==> config.mk <==
export PLATFORM = sky130hd
export DESIGN_NAME = simple_moving_average_flat
export DESIGN_NICKNAME = d
export VERILOG_FILES = /design/src/hw/rtl/sma_pkg.sv /design/src/hw/rtl/sma_in_if.sv /design/src/hw/rtl/sma_out_if.sv /design/src/hw/rtl/simple_moving_average.sv /design/src/flat_wrapper.sv
export SDC_FILE = /design/constraint.sdc
export NUM_CORES = 2
export LEC_CHECK = 0
export ABC_AREA = 1
export BUFFER_PORTS_ARGS = -buffer_cell sky130_fd_sc_hd__buf_2
export CAP_MARGIN = 10
export CORE_MARGIN = 2
export CORE_UTILIZATION = 41
export CTS_CLUSTER_DIAMETER = 150
export DETAILED_ROUTE_END_ITERATION = 6
export PLACE_DENSITY_LB_ADDON = 0.05
export SLEW_MARGIN = 10
export SYNTH_ARGS = -nofsm -noshare
export SYNTH_HDL_FRONTEND = slang
export SYNTH_SLANG_ARGS = --single-unit
==> constraint.sdc <==
create_clock -name clk -period 11.6 [get_ports clk]
set_input_delay 2.9 -clock clk [delete_from_list [all_inputs] [get_ports clk]]
set_output_delay 2.9 -clock clk [all_outputs]
set_load 0.1 [all_outputs]
==> src/hw/rtl/sma_pkg.sv <==
// ----------------------------------------------------------------------------
// sma_pkg: shared definitions for the simple moving average
// Holds the controller state type, input mode codes and register constants.
// ----------------------------------------------------------------------------
package sma_pkg;

  // Width and reset value of the window size register.
  localparam int unsigned CFG_WIDTH         = 9;
  localparam logic [CFG_WIDTH-1:0] WINDOW_SIZE_RESET = 9'd16;

  // Input mode codes.
  localparam logic MODE_SAMPLE = 1'b0;
  localparam logic MODE_CLEAR  = 1'b1;

  // Controller states.
  typedef enum logic [1:0] {
    S_IDLE,
    S_SUM,
    S_DIV,
    S_DONE
  } state_t;

endpackage

==> src/hw/rtl/sma_in_if.sv <==
// ----------------------------------------------------------------------------
// sma_in_if: input channel of the moving average
// Carries one sample or clear request per transfer.
// ----------------------------------------------------------------------------
interface sma_in_if #(
  parameter int unsigned SAMPLE_WIDTH = 16
);
  logic                           valid;
  logic                           ready;
  logic                           mode;
  logic signed [SAMPLE_WIDTH-1:0] sample;

  modport source (output valid, output mode, output sample, input ready);
  modport sink   (input valid, input mode, input sample, output ready);
endinterface

==> src/hw/rtl/sma_out_if.sv <==
// ----------------------------------------------------------------------------
// sma_out_if: result channel of the moving average
// Carries one average and the settled flag per transfer.
// ----------------------------------------------------------------------------
interface sma_out_if #(
  parameter int unsigned SAMPLE_WIDTH = 16
);
  logic                           valid;
  logic                           ready;
  logic signed [SAMPLE_WIDTH-1:0] average;
  logic                           settled;

  modport source (output valid, output average, output settled, input ready);
  modport sink   (input valid, input average, input settled, output ready);
endinterface

==> src/hw/rtl/simple_moving_average.sv <==
// No new sample is taken until the bit-serial divider is done and its result has entered the output register.
// A clear transfer gives no result.
// Reset (rst, synchronous) clears index, sum, window-full flag and the output valid flag;
// the window size returns to 16. The sample ring keeps undefined contents.
// ----------------------------------------------------------------------------
// simple_moving_average: moving average with warm-up
// Sample ring in a synchronous memory, a running sum, and a restoring divider
// that produces one quotient bit per cycle.
// ----------------------------------------------------------------------------
module simple_moving_average #(
  parameter int unsigned WINDOW_MAX   = 256,
  parameter int unsigned SAMPLE_WIDTH = 16
) (
  input  logic                          clk,
  input  logic                          rst,
  input  logic                          cfg_we,
  input  logic [sma_pkg::CFG_WIDTH-1:0] cfg_data,
  sma_in_if.sink                        samples,
  sma_out_if.source                     results
);

  localparam int unsigned IDX_W   = (WINDOW_MAX > 1) ? $clog2(WINDOW_MAX) : 1;
  localparam int unsigned CNT_W   = $clog2(WINDOW_MAX + 1);
  localparam int unsigned SUM_W   = SAMPLE_WIDTH + CNT_W;
  localparam int unsigned STEP_W  = $clog2(SUM_W);
  localparam int unsigned CMP_W   = (CNT_W > sma_pkg::CFG_WIDTH) ? CNT_W
                                                                   : sma_pkg::CFG_WIDTH;
  localparam logic [SUM_W-1:0] HI_MAG = (SUM_W'(1) << (SAMPLE_WIDTH - 1)) - SUM_W'(1);
  localparam logic [SUM_W-1:0] LO_MAG = SUM_W'(1) << (SAMPLE_WIDTH - 1);

  sma_pkg::state_t state, state_next;

  logic [sma_pkg::CFG_WIDTH-1:0]  window_size;
  logic [IDX_W-1:0]               write_index;
  logic signed [SUM_W-1:0]        running_sum;
  logic                           window_full;
  logic signed [SAMPLE_WIDTH-1:0] sample_q;

  logic signed [SAMPLE_WIDTH-1:0] ring [WINDOW_MAX];
  logic signed [SAMPLE_WIDTH-1:0] rd_data;

  logic [CNT_W-1:0]  divisor;
  logic [CNT_W-1:0]  rem;
  logic [SUM_W-1:0]  quo;
  logic              neg;
  logic [STEP_W-1:0] step;

  logic                           out_valid;
  logic signed [SAMPLE_WIDTH-1:0] out_average;
  logic                           out_settled;

  logic                    in_fire;
  logic                    out_free;
  logic [CNT_W-1:0]        n_eff;
  logic [CMP_W-1:0]        ws_ext;
  logic [CNT_W-1:0]        idx_inc;
  logic signed [SUM_W-1:0] sum_new;
  logic signed [SUM_W-1:0] old_ext;
  logic signed [SUM_W-1:0] new_ext;
  logic [CNT_W:0]          trial;
  logic [SAMPLE_WIDTH-1:0] avg_sat;
  logic [SUM_W-1:0]        quo_neg;

  // Handshakes.
  assign samples.ready   = (state == sma_pkg::S_IDLE);
  assign in_fire         = samples.valid && samples.ready;
  assign out_free        = !out_valid || results.ready;
  assign results.valid   = out_valid;
  assign results.average = out_average;
  assign results.settled = out_settled;

  // Effective window size, with zero read as one and oversize clamped.
  always_comb begin
    ws_ext = CMP_W'(window_size);
    if (ws_ext == '0) begin
      n_eff = CNT_W'(1);
    end else if (ws_ext > CMP_W'(WINDOW_MAX)) begin
      n_eff = CNT_W'(WINDOW_MAX);
    end else begin
      n_eff = ws_ext[CNT_W-1:0];
    end
  end

  // Sum update: the oldest sample leaves only once the window is full.
  always_comb begin
    old_ext = window_full ? {{(SUM_W-SAMPLE_WIDTH){rd_data[SAMPLE_WIDTH-1]}}, rd_data}
                          : '0;
    new_ext = {{(SUM_W-SAMPLE_WIDTH){sample_q[SAMPLE_WIDTH-1]}}, sample_q};
    sum_new = running_sum - old_ext + new_ext;
    idx_inc = CNT_W'(write_index) + CNT_W'(1);
  end

  // One restoring division step.
  assign trial = {rem, quo[SUM_W-1]};

  // Saturate the signed quotient to the sample range.
  always_comb begin
    quo_neg = -quo;
    if (neg) begin
      avg_sat = (quo > LO_MAG) ? LO_MAG[SAMPLE_WIDTH-1:0] : quo_neg[SAMPLE_WIDTH-1:0];
    end else begin
      avg_sat = (quo > HI_MAG) ? HI_MAG[SAMPLE_WIDTH-1:0] : quo[SAMPLE_WIDTH-1:0];
    end
  end

  // Sample ring: a write in the sum state and one registered read per cycle.
  always_ff @(posedge clk) begin
    if (state == sma_pkg::S_SUM) begin
      ring[write_index] <= sample_q;
    end
    rd_data <= ring[write_index];
  end

  // State register.
  always_ff @(posedge clk) begin
    if (rst) begin
      state <= sma_pkg::S_IDLE;
    end else begin
      state <= state_next;
    end
  end

  // Next-state logic.
  always_comb begin
    state_next = state;
    unique case (state)
      sma_pkg::S_IDLE: begin
        if (in_fire && samples.mode == sma_pkg::MODE_SAMPLE) begin
          state_next = sma_pkg::S_SUM;
        end
      end
      sma_pkg::S_SUM: begin
        state_next = sma_pkg::S_DIV;
      end
      sma_pkg::S_DIV: begin
        if (step == '0) begin
          state_next = sma_pkg::S_DONE;
        end
      end
      sma_pkg::S_DONE: begin
        if (out_free) begin
          state_next = sma_pkg::S_IDLE;
        end
      end
      default: state_next = sma_pkg::S_IDLE;
    endcase
  end

  // Window state, configuration and sample capture.
  always_ff @(posedge clk) begin
    if (rst) begin
      window_size <= sma_pkg::WINDOW_SIZE_RESET;
      write_index <= '0;
      running_sum <= '0;
      window_full <= 1'b0;
    end else begin
      if (cfg_we) begin
        window_size <= cfg_data;
      end
      if (in_fire && samples.mode == sma_pkg::MODE_CLEAR) begin
        write_index <= '0;
        running_sum <= '0;
        window_full <= 1'b0;
      end
      if (state == sma_pkg::S_SUM) begin
        running_sum <= sum_new;
        if (idx_inc >= n_eff) begin
          write_index <= '0;
          window_full <= 1'b1;
        end else begin
          write_index <= idx_inc[IDX_W-1:0];
        end
      end
    end
  end

  always_ff @(posedge clk) begin
    if (in_fire) begin
      sample_q <= samples.sample;
    end
  end

  // Divider datapath: magnitude of the sum over the divisor, MSB first.
  always_ff @(posedge clk) begin
    if (state == sma_pkg::S_SUM) begin
      divisor <= window_full ? n_eff : idx_inc;
      neg     <= sum_new[SUM_W-1];
      quo     <= sum_new[SUM_W-1] ? SUM_W'(-sum_new) : SUM_W'(sum_new);
      rem     <= '0;
      step    <= STEP_W'(SUM_W - 1);
    end else if (state == sma_pkg::S_DIV) begin
      if (trial >= {1'b0, divisor}) begin
        rem <= CNT_W'(trial - {1'b0, divisor});
        quo <= {quo[SUM_W-2:0], 1'b1};
      end else begin
        rem <= trial[CNT_W-1:0];
        quo <= {quo[SUM_W-2:0], 1'b0};
      end
      step <= step - STEP_W'(1);
    end
  end

  // Output register.
  always_ff @(posedge clk) begin
    if (rst) begin
      out_valid <= 1'b0;
    end else if (state == sma_pkg::S_DONE && out_free) begin
      out_valid <= 1'b1;
    end else if (results.ready) begin
      out_valid <= 1'b0;
    end
  end

  always_ff @(posedge clk) begin
    if (state == sma_pkg::S_DONE && out_free) begin
      out_average <= avg_sat;
      out_settled <= window_full;
    end
  end

`ifndef NO_ASSERTIONS
  // During division the partial remainder stays below a nonzero divisor.
  a_rem_below_div: assert property (@(posedge clk) disable iff (rst)
    state == sma_pkg::S_DIV |-> (rem < divisor && divisor != '0))
    else $error("divider remainder not below divisor");

  // A clear transfer empties the window state.
  a_clear: assert property (@(posedge clk) disable iff (rst)
    (in_fire && samples.mode == sma_pkg::MODE_CLEAR) |=>
      (running_sum == '0 && write_index == '0 && !window_full))
    else $error("clear did not reset window state");

  // A new result is only loaded on leaving the final state.
  a_out_source: assert property (@(posedge clk) disable iff (rst)
    (out_valid && !$past(out_valid && !results.ready)) |-> $past(state == sma_pkg::S_DONE))
    else $error("result loaded outside the final state");

  // A sample transfer starts the sum update in the next cycle.
  a_sample_start: assert property (@(posedge clk) disable iff (rst)
    (in_fire && samples.mode == sma_pkg::MODE_SAMPLE) |=> state == sma_pkg::S_SUM)
    else $error("sample transfer did not start processing");
`endif

endmodule
==> src/flat_wrapper.sv <==
// flat-port wrapper written by rule: the top's interface ports become plain ports
module simple_moving_average_flat 
#(
  parameter int unsigned WINDOW_MAX   = 256,
  parameter int unsigned SAMPLE_WIDTH = 16
)
  (clk, rst, cfg_we, cfg_data, samples_valid, samples_mode, samples_sample, samples_ready, results_valid, results_average, results_settled, results_ready);
  sma_in_if #(.SAMPLE_WIDTH(SAMPLE_WIDTH)) samples_i ();
  sma_out_if #(.SAMPLE_WIDTH(SAMPLE_WIDTH)) results_i ();
  input  logic clk;
  input  logic rst;
  input  logic cfg_we;
  input  logic [sma_pkg::CFG_WIDTH-1:0] cfg_data;
  input wire logic [$bits(samples_i.valid)-1:0] samples_valid;
  input wire logic [$bits(samples_i.mode)-1:0] samples_mode;
  input wire logic [$bits(samples_i.sample)-1:0] samples_sample;
  output wire logic [$bits(samples_i.ready)-1:0] samples_ready;
  output wire logic [$bits(results_i.valid)-1:0] results_valid;
  output wire logic [$bits(results_i.average)-1:0] results_average;
  output wire logic [$bits(results_i.settled)-1:0] results_settled;
  input wire logic [$bits(results_i.ready)-1:0] results_ready;
  assign samples_i.valid = samples_valid;
  assign samples_i.mode = samples_mode;
  assign samples_i.sample = samples_sample;
  assign samples_ready = samples_i.ready;
  assign results_valid = results_i.valid;
  assign results_average = results_i.average;
  assign results_settled = results_i.settled;
  assign results_i.ready = results_ready;
  simple_moving_average #(.WINDOW_MAX(WINDOW_MAX), .SAMPLE_WIDTH(SAMPLE_WIDTH)) u_core (.clk(clk), .rst(rst), .cfg_we(cfg_we), .cfg_data(cfg_data), .samples(samples_i), .results(results_i));
endmodule
==> flow_summary.toml <==
[clocking]
cts_max_path_buffers = 4
cts_resized = 0
numCtsBuffers = 455
htree_levels = 5
cts_tree = "done"
clk_latency_ns = 1.02
clkSinkCount = 4240
cts-root-buf = "clkbuf_16"
clk_pin_slew_ns = 0.07
holdBufCountCts = 0
post-cts-setup-buffers = 0

[placed_design]
dpl.hpwl_mm = 338
dp.cells = 18742
port_buffers = 49
gp_congestion = 0.865

[timing]
max_freq_mhz = 162
min_period_over_period = 0.533
finClkSkew_ns = 0.0825
min_period_ns = 6.18
maxSlewHeadroom = 0.126
finalSetupViolCount = 0
rsz0062_at_grt = "false"
tightest_slew_ns = 1.30
fin_setup_tns_ns = 0
finalMaxSlewViolations = 0
hold_violations = 0

[floorplanning]
die_w_um = 649
dieArea_um2 = 421000
core_area_um2 = 414000
start_util = 0.412
num_io_pins = 50
fp.dieH_um = 649
placementRows = 236

[synthesis]
yosys_warnings = 0
async_flop_share = 0
synth_top_area_frac = 0.733
synth_fp_nets = 13757
synth_seq_cells = 4240
syn_area_per_cell_um2 = 12.5
yosys-top-cells-count = "4,164 x edfxtp_1, 2,636 x nor2_1, 2,047 x o21ai_0, 1,612 x nand2_1, 924 x o22ai_1"
synth-main-ff-cell = "edfxtp_1"
synth_cell_types = 54
synth_cells = 13645
syn-cell-area_um2 = 171000
ys_seq_area_frac = 0.742
synthTopCellsByArea = "edfxtp_1 73%, o21ai_0 6.0%, nor2_1 5.8%, nand2_1 3.5%, o22ai_1 3.4%"
synth_enable_flop_cells = 4164
yosysMostFrequentCell = "edfxtp_1"
yosysTopAreaCell = "edfxtp_1"

[finish]
nNetsFinal = 13838
drive_gt1_frac = 0.0893
stdcell_count = 19594
num-fill-cells = 37110
seq_area_um2 = 127000
finish.utilization = 0.464
area_delta_synth_final_pct = 12.5
multi_input_area_um2 = 38800

[worst_setup_path]
crit-reg2reg-launch = "u_core.write_index[0]"
ff2ff_path_depth = 12
critPathMaxFanout = 146
cp.arrival_ns = 7.02
criticalPathCategory = "reg2reg"
r2r_end = "u_core.rd_data[8]"
end_kind = "register"
r2r_setup_slack_ns = 5.42
crit_required_ns = 12.43
cp_slowest_cell = "nor2_1"
path_cells = "inv_16 > buf_4 > buf_4 > buf_4 > o21ai_0 > o22ai_1 > nand2_1 > nand2_1 > nor2_1 > o2111ai_1 > nor2_1 > nand2_1"
cp-start-kind = "register"
cpPeakStageDelay_ns = 1.00

[grt]
grt_antenna_before_repair = 37
gr-total-overflow = 0
grt_max_degree = 182
grt_util_all_layers = 0.271
grt_pass1_wl_mm = 824
grt_pass1_vias = 107894

[power_and_ir_drop]
power.leakage_nw = 64.0
power-per-cell-area_nw_per_um2 = 210
p_total_mw = 40.3
peakVddDrop_mv = 0.131

[routing]
first_pass_iters = 5
drt-total-wl_mm = 587
drt-vias-per-instance = 5.78
vias = 113218
wl_per_cell_um = 30.0
drc_errors = 0
ant_nets = 0
drt-initial-drc-count = 12913

[run_status]
run_status = "finished, final reports clean"

[worst_hold_path]
min_to = "u_core.running_sum[0]"
min_path_cells = 2
hold_start = "u_core.running_sum[0]"
hp-class = "reg2reg"

[job]
drv_cap = 0
## cell families after synthesis
logic type	share of synthesized area
simple gates	0.104
flops	0.742
compound gates	0.113
buf+inv	0.0324
fa+ha+maj	0.00704
xor+xnor	0.000976
## state kept, by name (all words and copies together) (netlist names), 2 cells and up
| signal | cells |
|---|---|
| u_core.ring | 4096 |
| u_core.running_sum | 25 |
| u_core.window_size | 9 |
| u_core.sample_q | 16 |
| u_core.rem | 9 |
| u_core.quo | 25 |
| u_core.results.average | 16 |
| u_core.rd_data | 16 |
| u_core.state | 2 |
| u_core.step | 5 |
| u_core.divisor | 9 |
| u_core.write_index | 8 |
## stage by stage
step           hold WS [ns]  instance area, um2  setup slack [ns]
2_1_floorplan         0.441              171000              4.28
3_3_place_gp          0.453              177000              5.43
3_5_place_dp          0.462              178000              5.41
4_1_cts               0.472              192000              5.39
5_1_grt               0.492              192000              5.09
6_report              0.468              192000              5.42
## power by group
part,leakage [nW],switching (mW),internal (mW),total (mW)
logic,19.0,6.26,1.98,8.24
clock network,6.96,6.09,8.02,14.1
registers,38.1,0.275,17.7,17.9
total,64.0,12.6,27.7,40.3
## critical path, delay by kind of cell (launching register included)
kind	cells	cell delay [ns]
DFF	1	0.96
buffers and inverters	4	1.87
and+or+nand+nor	5	2.20
AOI/OAI and AO/OA	3	0.75
## routing by layer
metal | global-route usage | part of all wire
met5 | 0 | 0.000089
met4 | 0.0932 | 0.036
met3 | 0.0379 | 0.070
met2 | 0.433 | 0.46
met1 | 0.380 | 0.43
## how the worst max path moves through the flow
stage | start | to | slack (ns) | cells after the start
2_1_floorplan | u_core.sample_q[15] | u_core.quo[21] | 4.28 | 18
3_3_place_gp | u_core.write_index[0] | u_core.rd_data[0] | 5.43 | 12
3_5_place_dp | u_core.write_index[0] | u_core.rd_data[8] | 5.41 | 12
4_1_cts | u_core.write_index[0] | u_core.rd_data[8] | 5.39 | 12
5_1_grt | u_core.write_index[0] | u_core.rd_data[8] | 5.09 | 12
6_report | u_core.write_index[0] | u_core.rd_data[8] | 5.42 | 12
## layout by cell type (no fill, tap or decap), types with 6 or more instances in the layout
master and n:
clkbuf_8 17, inv_1 309, nor2_4 15, nand2_2 8, dfxtp_1 74, clkinv_1 124
clkinvlp_4 10, o211ai_1 12, o21ai_0 2038, bufinv_16 31, inv_16 9, nand4_1 125
a41oi_1 6, o21ai_1 274, a22o_1 58, a21oi_1 163, clkbuf_1 102, inv_2 7
nand2_1 1608, a22oi_1 12, a31oi_1 18, ha_1 55, xnor2_1 6, clkinv_2 73
nand3_1 106, xor2_1 13, clkbuf_16 458, buf_2 49, buf_12 32, fa_1 25
o22ai_1 924, nor2_1 2562, o21a_1 14, nor2_2 73, diode_2 22, nor3_1 8
nand3_2 15, nor3_2 13, edfxtp_1 4164, buf_4 418
## area by class of cell
type	instances	area share
Sequential cell	4240	0.660
Multi-Input combinational cell	8198	0.202
Timing Repair Buffer	503	0.0212
Clock buffer	577	0.0629
Inverter	328	0.00658
Tap cell	5474	0.0357
Clock inverter	252	0.0113
Antenna cell	22	0.000287
Note: power is estimated with default switching activity, not from simulation.
